**config.mk**
```make
export PLATFORM = sky130hd
export DESIGN_NAME = stbs_ctrl
export DESIGN_NICKNAME = d
export VERILOG_FILES = /design/src/rtl/core/stbs_pkg.sv /design/src/rtl/core/stbs_ctrl.sv
export SDC_FILE = /design/constraint.sdc
export NUM_CORES = 1
export LEC_CHECK = 0
export BUFFER_PORTS_ARGS = -buffer_cell sky130_fd_sc_hd__buf_2
export CAP_MARGIN = 20
export CORE_AREA = 8 8 45 47
export CTS_BUF_LIST = sky130_fd_sc_hd__clkbuf_8
export CTS_CLUSTER_SIZE = 8
export DETAILED_ROUTE_END_ITERATION = 12
export DIE_AREA = 0 0 53 55
export SYNTH_ARGS = -nofsm -noshare
export SYNTH_HDL_FRONTEND = slang
export SYNTH_SLANG_ARGS = --single-unit
```
**constraint.sdc**
```tcl
create_clock -name clk -period 2.1 [get_ports clk]
set_clock_uncertainty 0.1 [all_clocks]
set_input_delay 0.315 -clock clk [delete_from_list [all_inputs] [get_ports clk]]
set_output_delay 0.315 -clock clk [all_outputs]
set_load 0.02 [all_outputs]
```
**src/rtl/core/stbs_pkg.sv**
```systemverilog
`timescale 1ns / 1ps
`default_nettype none
// ----------------------------------------------------------------------------
// stbs_pkg: shared types and constants for the sorted table search unit
// Opcodes, fixed field widths, controller states, command and status bundles.
// ----------------------------------------------------------------------------
package stbs_pkg;

  // fixed field widths
  localparam int INDEX_W = 10;
  localparam int COUNT_W = 11;

  // table depth, tied to the index and count widths
  localparam int DEPTH = 1024;

  // item opcodes
  localparam logic OP_WRITE  = 1'b0;
  localparam logic OP_SEARCH = 1'b1;

  typedef enum logic [1:0] {
    ST_IDLE,
    ST_PROBE,
    ST_COMPARE,
    ST_DONE
  } state_t;

  // controller to datapath
  typedef struct packed {
    logic write_entry;  // store the input word at its index
    logic load_search;  // latch key, set low/high bounds
    logic issue_read;   // register midpoint, read table
    logic step;         // compare read word, move a bound or stage a hit
    logic miss;         // stage a not-found result
    logic load_out;     // move staged result to the output register
  } ctrl_cmd_t;

  // datapath to controller
  typedef struct packed {
    logic op_search;  // input item is a search
    logic range_ok;   // low <= high
    logic hit;        // read word equals the key
    logic out_free;   // output register can take a result this cycle
  } ctrl_sts_t;

endpackage
`default_nettype wire

```
**src/rtl/core/stbs_ctrl.sv**
```systemverilog
`timescale 1ns / 1ps
`default_nettype none
// ----------------------------------------------------------------------------
// stbs_ctrl: search sequencer
// Accepts items, steps the probe loop and hands results to the output stage.
// ----------------------------------------------------------------------------
module stbs_ctrl (
  input  wire                  clk,
  input  wire                  rst,
  input  wire                  in_valid,
  output logic                 in_ready,
  input  stbs_pkg::ctrl_sts_t  sts,
  output stbs_pkg::ctrl_cmd_t  cmd
);
  import stbs_pkg::*;

  state_t state;
  state_t state_next;

  // state register
  always_ff @(posedge clk) begin
    if (rst) begin
      state <= ST_IDLE;
    end else begin
      state <= state_next;
    end
  end

  // next state and commands
  always_comb begin
    state_next = state;
    cmd        = '0;
    in_ready   = 1'b0;
    unique case (state)
      ST_IDLE: begin
        in_ready = 1'b1;
        if (in_valid) begin
          if (sts.op_search) begin
            cmd.load_search = 1'b1;
            state_next      = ST_PROBE;
          end else begin
            cmd.write_entry = 1'b1;
          end
        end
      end
      ST_PROBE: begin
        if (sts.range_ok) begin
          cmd.issue_read = 1'b1;
          state_next     = ST_COMPARE;
        end else begin
          cmd.miss   = 1'b1;
          state_next = ST_DONE;
        end
      end
      ST_COMPARE: begin
        cmd.step   = 1'b1;
        state_next = sts.hit ? ST_DONE : ST_PROBE;
      end
      ST_DONE: begin
        if (sts.out_free) begin
          cmd.load_out = 1'b1;
          state_next   = ST_IDLE;
        end
      end
      default: begin
        state_next = ST_IDLE;
      end
    endcase
  end

endmodule
`default_nettype wire

```
* Word level (Yosys, flattened, before mapping) *
Cells that the tools add are included.

cells by class
  $add $sub $neg = 0
  $mul = 0
  divide/modulo/power cells = 0
  order comparisons = 0
  equality and inequality tests = 6
  shifts and indexed selects = 0
  multiplexer cells = 18
  bitwise operators = 0
  reduce and logical (&&, ||, !) cells = 2

operators by type and width
  cell                                                  number
  2-to-1 mux 2 bit                                      6
  2-to-1 mux 1 bit                                      11
  case mux 2 bit (4 select lines)                       1
  != test 2 bit (second input constant)                 3
  equality test 2 bit (second input constant)           2
  AND reduction 3 bit                                   1
  equality test 2 x 1 -> 1 bit (second input constant)  1
  zero test 2 bit                                       1

word-level totals
  register bits = 2
  latch bits = 0
  memory bits (writable) = 0
  bits in read-only memories = 0
  output and inout port bits = 7
  logic and storage cells = 27
  memories kept = 0

* Longest topological paths before layout *
Gate-level depths: netlist of the first run.

  depth in word-level cells = 3
  gate-level depth with buffers = 3

* Worst setup path before layout of the first run *
Ideal clock, no wire load.

  path kind = register to output
  start = register state[1]
  end = output port cmd[5] (netlist name)
  arrival = 1181 ps
  path slack = 504 ps
  stages on the path, launching flop included = 3
  buffers on the path = 1
  path through = dfxtp_1 > buf_6 > nor4b_1

RTL lines
  element                 RTL line         text
  from (decl)             stbs_ctrl.sv:17  state_t state;
  from (signal assigned)  stbs_ctrl.sv:25  state <= state_next;
  to (decl)               stbs_ctrl.sv:13  output stbs_pkg::ctrl_cmd_t cmd

==> impl_metrics.env, run 1 <==
export IMPL_critical_path_peak_fanout=9
export IMPL_yosys_area_top_type="dfxtp_1"
export IMPL_grt_remaining_overflow=0
export IMPL_most_flops_register="state"
export IMPL_synth_ff_latch_count=2
export IMPL_synth_edf_count=0
export IMPL_core_region_area_um2=1384
export IMPL_layout_setup_ws_ns=0.5265
export IMPL_power_density_cell_area_nw_per_um2=934.8
export IMPL_initial_utilization=0.1130
export IMPL_final_setup_viol_count=0
export IMPL_criticalPathCategory="reg -> out"
export IMPL_grt_setup_unrepaired="false"
export IMPL_clock_insertion_delay_worst_skew_ns=0.21
export IMPL_route_final_wire_length_um=515
export IMPL_synthesis_area_per_instance_um2=9.775
export IMPL_drt_antenna_violating_nets=0
export IMPL_hold_violations=0
export IMPL_timing_critical_path_to_type="output pin"
export IMPL_synth_distinct_cells=14
export IMPL_holdCritPathClass="in -> reg"
export IMPL_dieArea_um2=2915
export IMPL_yosys_warnings=0
export IMPL_tritoncts_num_sinks=2
export IMPL_drt_iter0_markers=0
export IMPL_cts_inserted_buffers=3
export IMPL_fin_setup_tns_ns=0
export IMPL_worst_ep_arrival_time_ns=1.16
export IMPL_power_leakage_uw=0.0001401
export IMPL_final_max_slew_viol_count=0
export IMPL_cts_repair_resize_count=0
export IMPL_layout_top_registers="state (2)"
export IMPL_grt_start_max_net_pins=10
export IMPL_num_io_pins=14
export IMPL_grt_total_usage=0.04312
export IMPL_maxSlewHeadroom=0.8037
export IMPL_wire_length_of_the_first_global_routing_pass_um=814
export IMPL_yosysSeqAreaShare=0.2560
export IMPL_syn_nets=23
export IMPL_layout_min_cycle_time_ns=1.574
export IMPL_yosys_top_cells_area="dfxtp_1 26%, a221oi_2 9.6%, mux2_4 9.6%"
export IMPL_clock_path_buffers=2
export IMPL_port_buffers=13
export IMPL_crit_slowest_cell="dfxtp_1"
export IMPL_drc=0
export IMPL_post_route_period_util=0.7493
export IMPL_grt_antenna_before_repair=0
export IMPL_dp_cells=44
export IMPL_cap_violations=0
export IMPL_post_synthesis_cell_count=16
export IMPL_path_clk_slew_ns=0.03
export IMPL_fp_dieW_um=53
export IMPL_postSynth_asyncResetShare=0
export IMPL_place_worst_setup_slack_ns=0.7493
export IMPL_clock_root_cell="clkbuf_8"
export IMPL_cp_data_required_time_ns=1.68
export IMPL_largest_reg_flops=2
export IMPL_vias=178
export IMPL_drt_pass1_iter_count=1
export IMPL_irDropWorstVdd_uv=165.6
export IMPL_finalWeightedCongestion=0.6562
export IMPL_synth_top_cells_by_count="2 x and3_1, 2 x dfxtp_1"
export IMPL_syn_area_um2=156.4
export IMPL_drive_gt1_frac=0.6452
export IMPL_cp_top_family="flip-flops"
export IMPL_maxClockFrequency_mhz=635.5
export IMPL_layoutNonFillerInstCount=47
export IMPL_max_slew_worst_pin_slew_ns=0.2941
export IMPL_power_uw=253.8
export IMPL_cell_breakdown_of_the_critical_path="nor2_1, and3_1, buf_2"
export IMPL_wire_per_inst_um=10.96
export IMPL_ctsHoldBuffers=0
export IMPL_cts_tree="yes"
export IMPL_fin_nets=40
export IMPL_setup_worst_path_start_class="register"
export IMPL_die_height_um=55
export IMPL_crit_buf_inv=1
export IMPL_synth_top_flop_cell="dfxtp_1"
export IMPL_cp_slowest_stage_delay_ns=0.48
export IMPL_detailed_place_hpwl_um=411.8
export IMPL_htree_num_levels=1
export IMPL_floorplan_rows=14
export IMPL_n_antenna_cell=0
export IMPL_vias_per_cell=3.787
export IMPL_cts_setup_buffers=0
export IMPL_synth_largest_type_area_fraction=0.2560
export IMPL_first_global_vias=204
export IMPL_outcome="finished clean"
export IMPL_flow_area_growth_from_synthesis_pct=73.60
==> through the flow <==
stage / hold slack (ns) / util / cell area (um^2)
after floorplan: 0.2812 / - / 156.4
after global placement: 0.4057 / 0.1664 / 230.2
after detailed placement: 0.4021 / 0.1664 / 230.2
after CTS: 0.1818 / 0.1962 / 271.5
after global routing: 0.1939 / 0.1962 / 271.5
final: 0.1843 / 0.1962 / 271.5
==> cell type report <==
type                            instances  area, um^2
Timing Repair Buffer                   13       65.06
Fill cell                             155        1112
Multi-Input combinational cell         13       105.1
Tap cell                               16       20.02
Sequential cell                         2       40.04
Clock buffer                            3       41.29
==> logic make-up after synthesis <==
logic type	Yosys count	synth area share
buf+inv	1	0.07199
mux	1	0.09597
compound gates	3	0.1919
flops	2	0.2560
simple gates	9	0.3840
==> cell usage in the layout, fill, tap and decap left out <==
master / synthesis / layout
buf_2: 0 / 13
clkbuf_8: 0 / 3
and3_1: 2 / 2
dfxtp_1: 2 / 2
nor3b_1: 1 / 1
nor2_1: 1 / 1
nor2b_1: 1 / 1
nor4b_1: 1 / 1
and3b_2: 1 / 1
a21bo_2: 1 / 1
nand3b_1: 1 / 1
a21oi_1: 1 / 1
mux2_4: 1 / 1
nand2_1: 1 / 1
a221oi_2: 1 / 1
==> power by group <==
group / switching, uW / internal, uW / leakage, uW
clock: 29.9 / 121 / 0.0000216
sequential: 8.27 / 42.2 / 0.0000165
combinational: 27.7 / 24.6 / 0.000102
==> worst paths after layout <==
| kind | from | end | slack (ns) | cells after the start |
|---|---|---|---|---|
| setup / recovery | state[1]$_SDFFE_PP0P_ | cmd[4] | 0.53 | 3 |
| setup reg to reg | state[1]$_SDFFE_PP0P_ | state[0]$_SDFFE_PP0P_ | 0.85 | 2 |
| hold / removal | rst | state[0]$_SDFFE_PP0P_ | 0.18 | 2 |
| hold reg to reg | state[0]$_SDFFE_PP0P_ | state[0]$_SDFFE_PP0P_ | 0.50 | 1 |
==> per-layer routing <==
metal  up-vias  track usage  share of wire
li1         91            -              -
met1        76      0.03182           0.32
met2         9      0.05859           0.49
met3         2      0.03476           0.16
met4         0      0.06466          0.025
met5         -            0              0
Power figures use the tool's default switching activity.
==> inputs of run 2 (changes only) <==
Clock period 2.1 ns to 1.46 ns, I/O delays scaled along.
==> impl_metrics.env, run 2 (synthesis results as in run 1) <==
export IMPL_outcome="finished clean"
export IMPL_drt_iter0_markers=0
export IMPL_grt_met2_usage=0.06055
export IMPL_grt_most_used_layer="met4"
export IMPL_finalWeightedCongestion=0.6651
export IMPL_clock_path_buffers=2
export IMPL_power_frac_comb=0.210
export IMPL_post_route_period_util=0.9335
export IMPL_sw_frac_of_total=0.2569
export IMPL_layoutNonFillerInstCount=47
export IMPL_power_leakage_uw=0.0001432
export IMPL_tritoncts_num_sinks=2
export IMPL_clock_root_cell="clkbuf_8"
export IMPL_wire_length_of_the_first_global_routing_pass_um=807
export IMPL_grt_remaining_overflow=0
export IMPL_die_height_um=55
export IMPL_hold_depth=2
export IMPL_hold_violations=0
export IMPL_fin_setup_tns_ns=0
export IMPL_worst_ep_arrival_time_ns=1.04
export IMPL_vias=188
export IMPL_min_delay_start="rst"
export IMPL_route_final_wire_length_um=499
export IMPL_internal_power_uw=273.5
export IMPL_flow_area_growth_from_synthesis_pct=80.80
export IMPL_crit_reg2reg_launch="state[1]$_SDFFE_PP0P_"
export IMPL_holdCritPathClass="in -> reg"
export IMPL_cts_tree="yes"
export IMPL_timing_critical_path_to_type="output pin"
export IMPL_power_share_of_the_clock_group=0.586
export IMPL_grt_setup_unrepaired="false"
export IMPL_cp_data_required_time_ns=1.14
export IMPL_port_buffers=13
export IMPL_setup_worst_path_start_class="register"
export IMPL_power_density_cell_area_nw_per_um2=1301
export IMPL_vias_per_cell=4.000
export IMPL_irDropWorstVdd_uv=334.3
export IMPL_detailed_place_hpwl_um=409.2
export IMPL_layout_top_registers="state (2)"
export IMPL_cap_violations=0
export IMPL_grt_antenna_before_repair=0
export IMPL_criticalPathCategory="reg -> out"
export IMPL_first_global_vias=180
export IMPL_layout_min_cycle_time_ns=1.363
export IMPL_worst_hold_margin_ns=0.07994
export IMPL_maxClockFrequency_mhz=733.7
export IMPL_most_used_cells_in_the_layout_excluding_fill_and_tap_cells="13 x buf_2, 3 x clkbuf_8, 2 x and3_1, 2 x dfxtp_2"
export IMPL_fin_nets=40
export IMPL_dp_cells=44
export IMPL_worst_r2r_path_depth=2
export IMPL_fp_dieW_um=53
export IMPL_htree_num_levels=1
export IMPL_grt_total_usage=0.04367
export IMPL_drive_gt1_frac=0.7742
export IMPL_drt_pass1_iter_count=1
export IMPL_critical_path_peak_fanout=9
export IMPL_largest_reg_flops=2
export IMPL_cts_inserted_buffers=3
export IMPL_power_uw=368.0
export IMPL_n_antenna_cell=0
export IMPL_worst_r2r_endpoint="state[0]$_SDFFE_PP0P_"
export IMPL_layout_commonest_cell="buf_2"
export IMPL_grt_util_met1=0.03182
export IMPL_drt_antenna_violating_nets=0
export IMPL_sequentialPowerShare=0.204
export IMPL_wire_per_inst_um=10.62
export IMPL_ctsHoldBuffers=0
export IMPL_hold_path_endpoint="state[0]$_SDFFE_PP0P_"
export IMPL_clock_insertion_delay_worst_skew_ns=0.21
export IMPL_max_slew_worst_pin_slew_ns=0.1769
export IMPL_initial_utilization=0.1130
export IMPL_grt_start_max_net_pins=10
export IMPL_dieArea_um2=2915
export IMPL_core_region_area_um2=1384
export IMPL_drc=0
export IMPL_place_worst_setup_slack_ns=0.2040
export IMPL_final_max_slew_viol_count=0
export IMPL_p_switching_uw=94.54
export IMPL_grtUsageMet3=0.03476
export IMPL_maxSlewHeadroom=0.8818
export IMPL_num_io_pins=14
export IMPL_final_setup_viol_count=0
export IMPL_setup_reg_to_reg_worst_slack_ns=0.29
export IMPL_path_clk_slew_ns=0.03
export IMPL_most_flops_register="state"
export IMPL_floorplan_rows=14
export IMPL_layout_setup_ws_ns=0.09712
==> run 2: changes by cell type in the layout (fill, tap and decap cells not counted) <==
cell / change
dfxtp_1: -2
nor2_1: -1
dfxtp_2: +2
nor2_2: +1
nor4b_2: +1
nor4b_1: -1
==> run 2: critical path: stages, from the launching register on <==
cell and delay [ns]:
dfxtp_2 0.35, nor2_2 0.16, and3_1 0.16, buf_2 0.15
==> run 2: per-layer routing <==
metal  part of all wire  wire (um)
met1               0.33        165
met2               0.44        221
met3               0.15         73
met4              0.076         38
met5                  0          0
==> run 2: how the worst max path moves through the flow <==
stage,startpoint,endpoint,slack [ns],cells after the start
after floorplan,state[1]$_SDFFE_PP0P_,cmd[4],0.02,3
after global placement,state[0]$_SDFFE_PP0P_,cmd[4],0.22,3
after detailed placement,state[1]$_SDFFE_PP0P_,cmd[4],0.20,3
after CTS,state[0]$_SDFFE_PP0P_,cmd[4],0.03,3
after global routing,state[0]$_SDFFE_PP0P_,cmd[4],0.02,3
final,state[0]$_SDFFE_PP0P_,cmd[4],0.1,3
==> run 2: final cells by class <==
class	count	area, um^2
repair buffers	13	65.06
flip-flops and latches	2	42.54
fillers	162	1101
well taps	16	20.02
multi-input cells	13	113.9
clock buffers	3	41.29
==> run 2: repair_timing <==
item | CTS | global route
setup endpoints to repair | 1 | 1
resized for setup | 2 | 1
buffers inserted | 0 | 0
==> run 2: through the flow <==
step / utilization / cell area [um^2]
final: 0.2043 / 282.8
after global routing: 0.2043 / 282.8
after CTS: 0.2025 / 280.3
after detailed placement: 0.1709 / 236.5
after global placement: 0.1709 / 236.5
after floorplan: - / 162.7
==> run 2: power by group through the flow <==
stage	registers, uW	clock network, uW	logic, uW
after global routing	76.5	234	84.5
final	75.1	216	77.2
after detailed placement	73.6	0	77.5
after floorplan	67.3	0	58.5
after CTS	74.5	224	77.9
after global placement	73.5	0	76.9
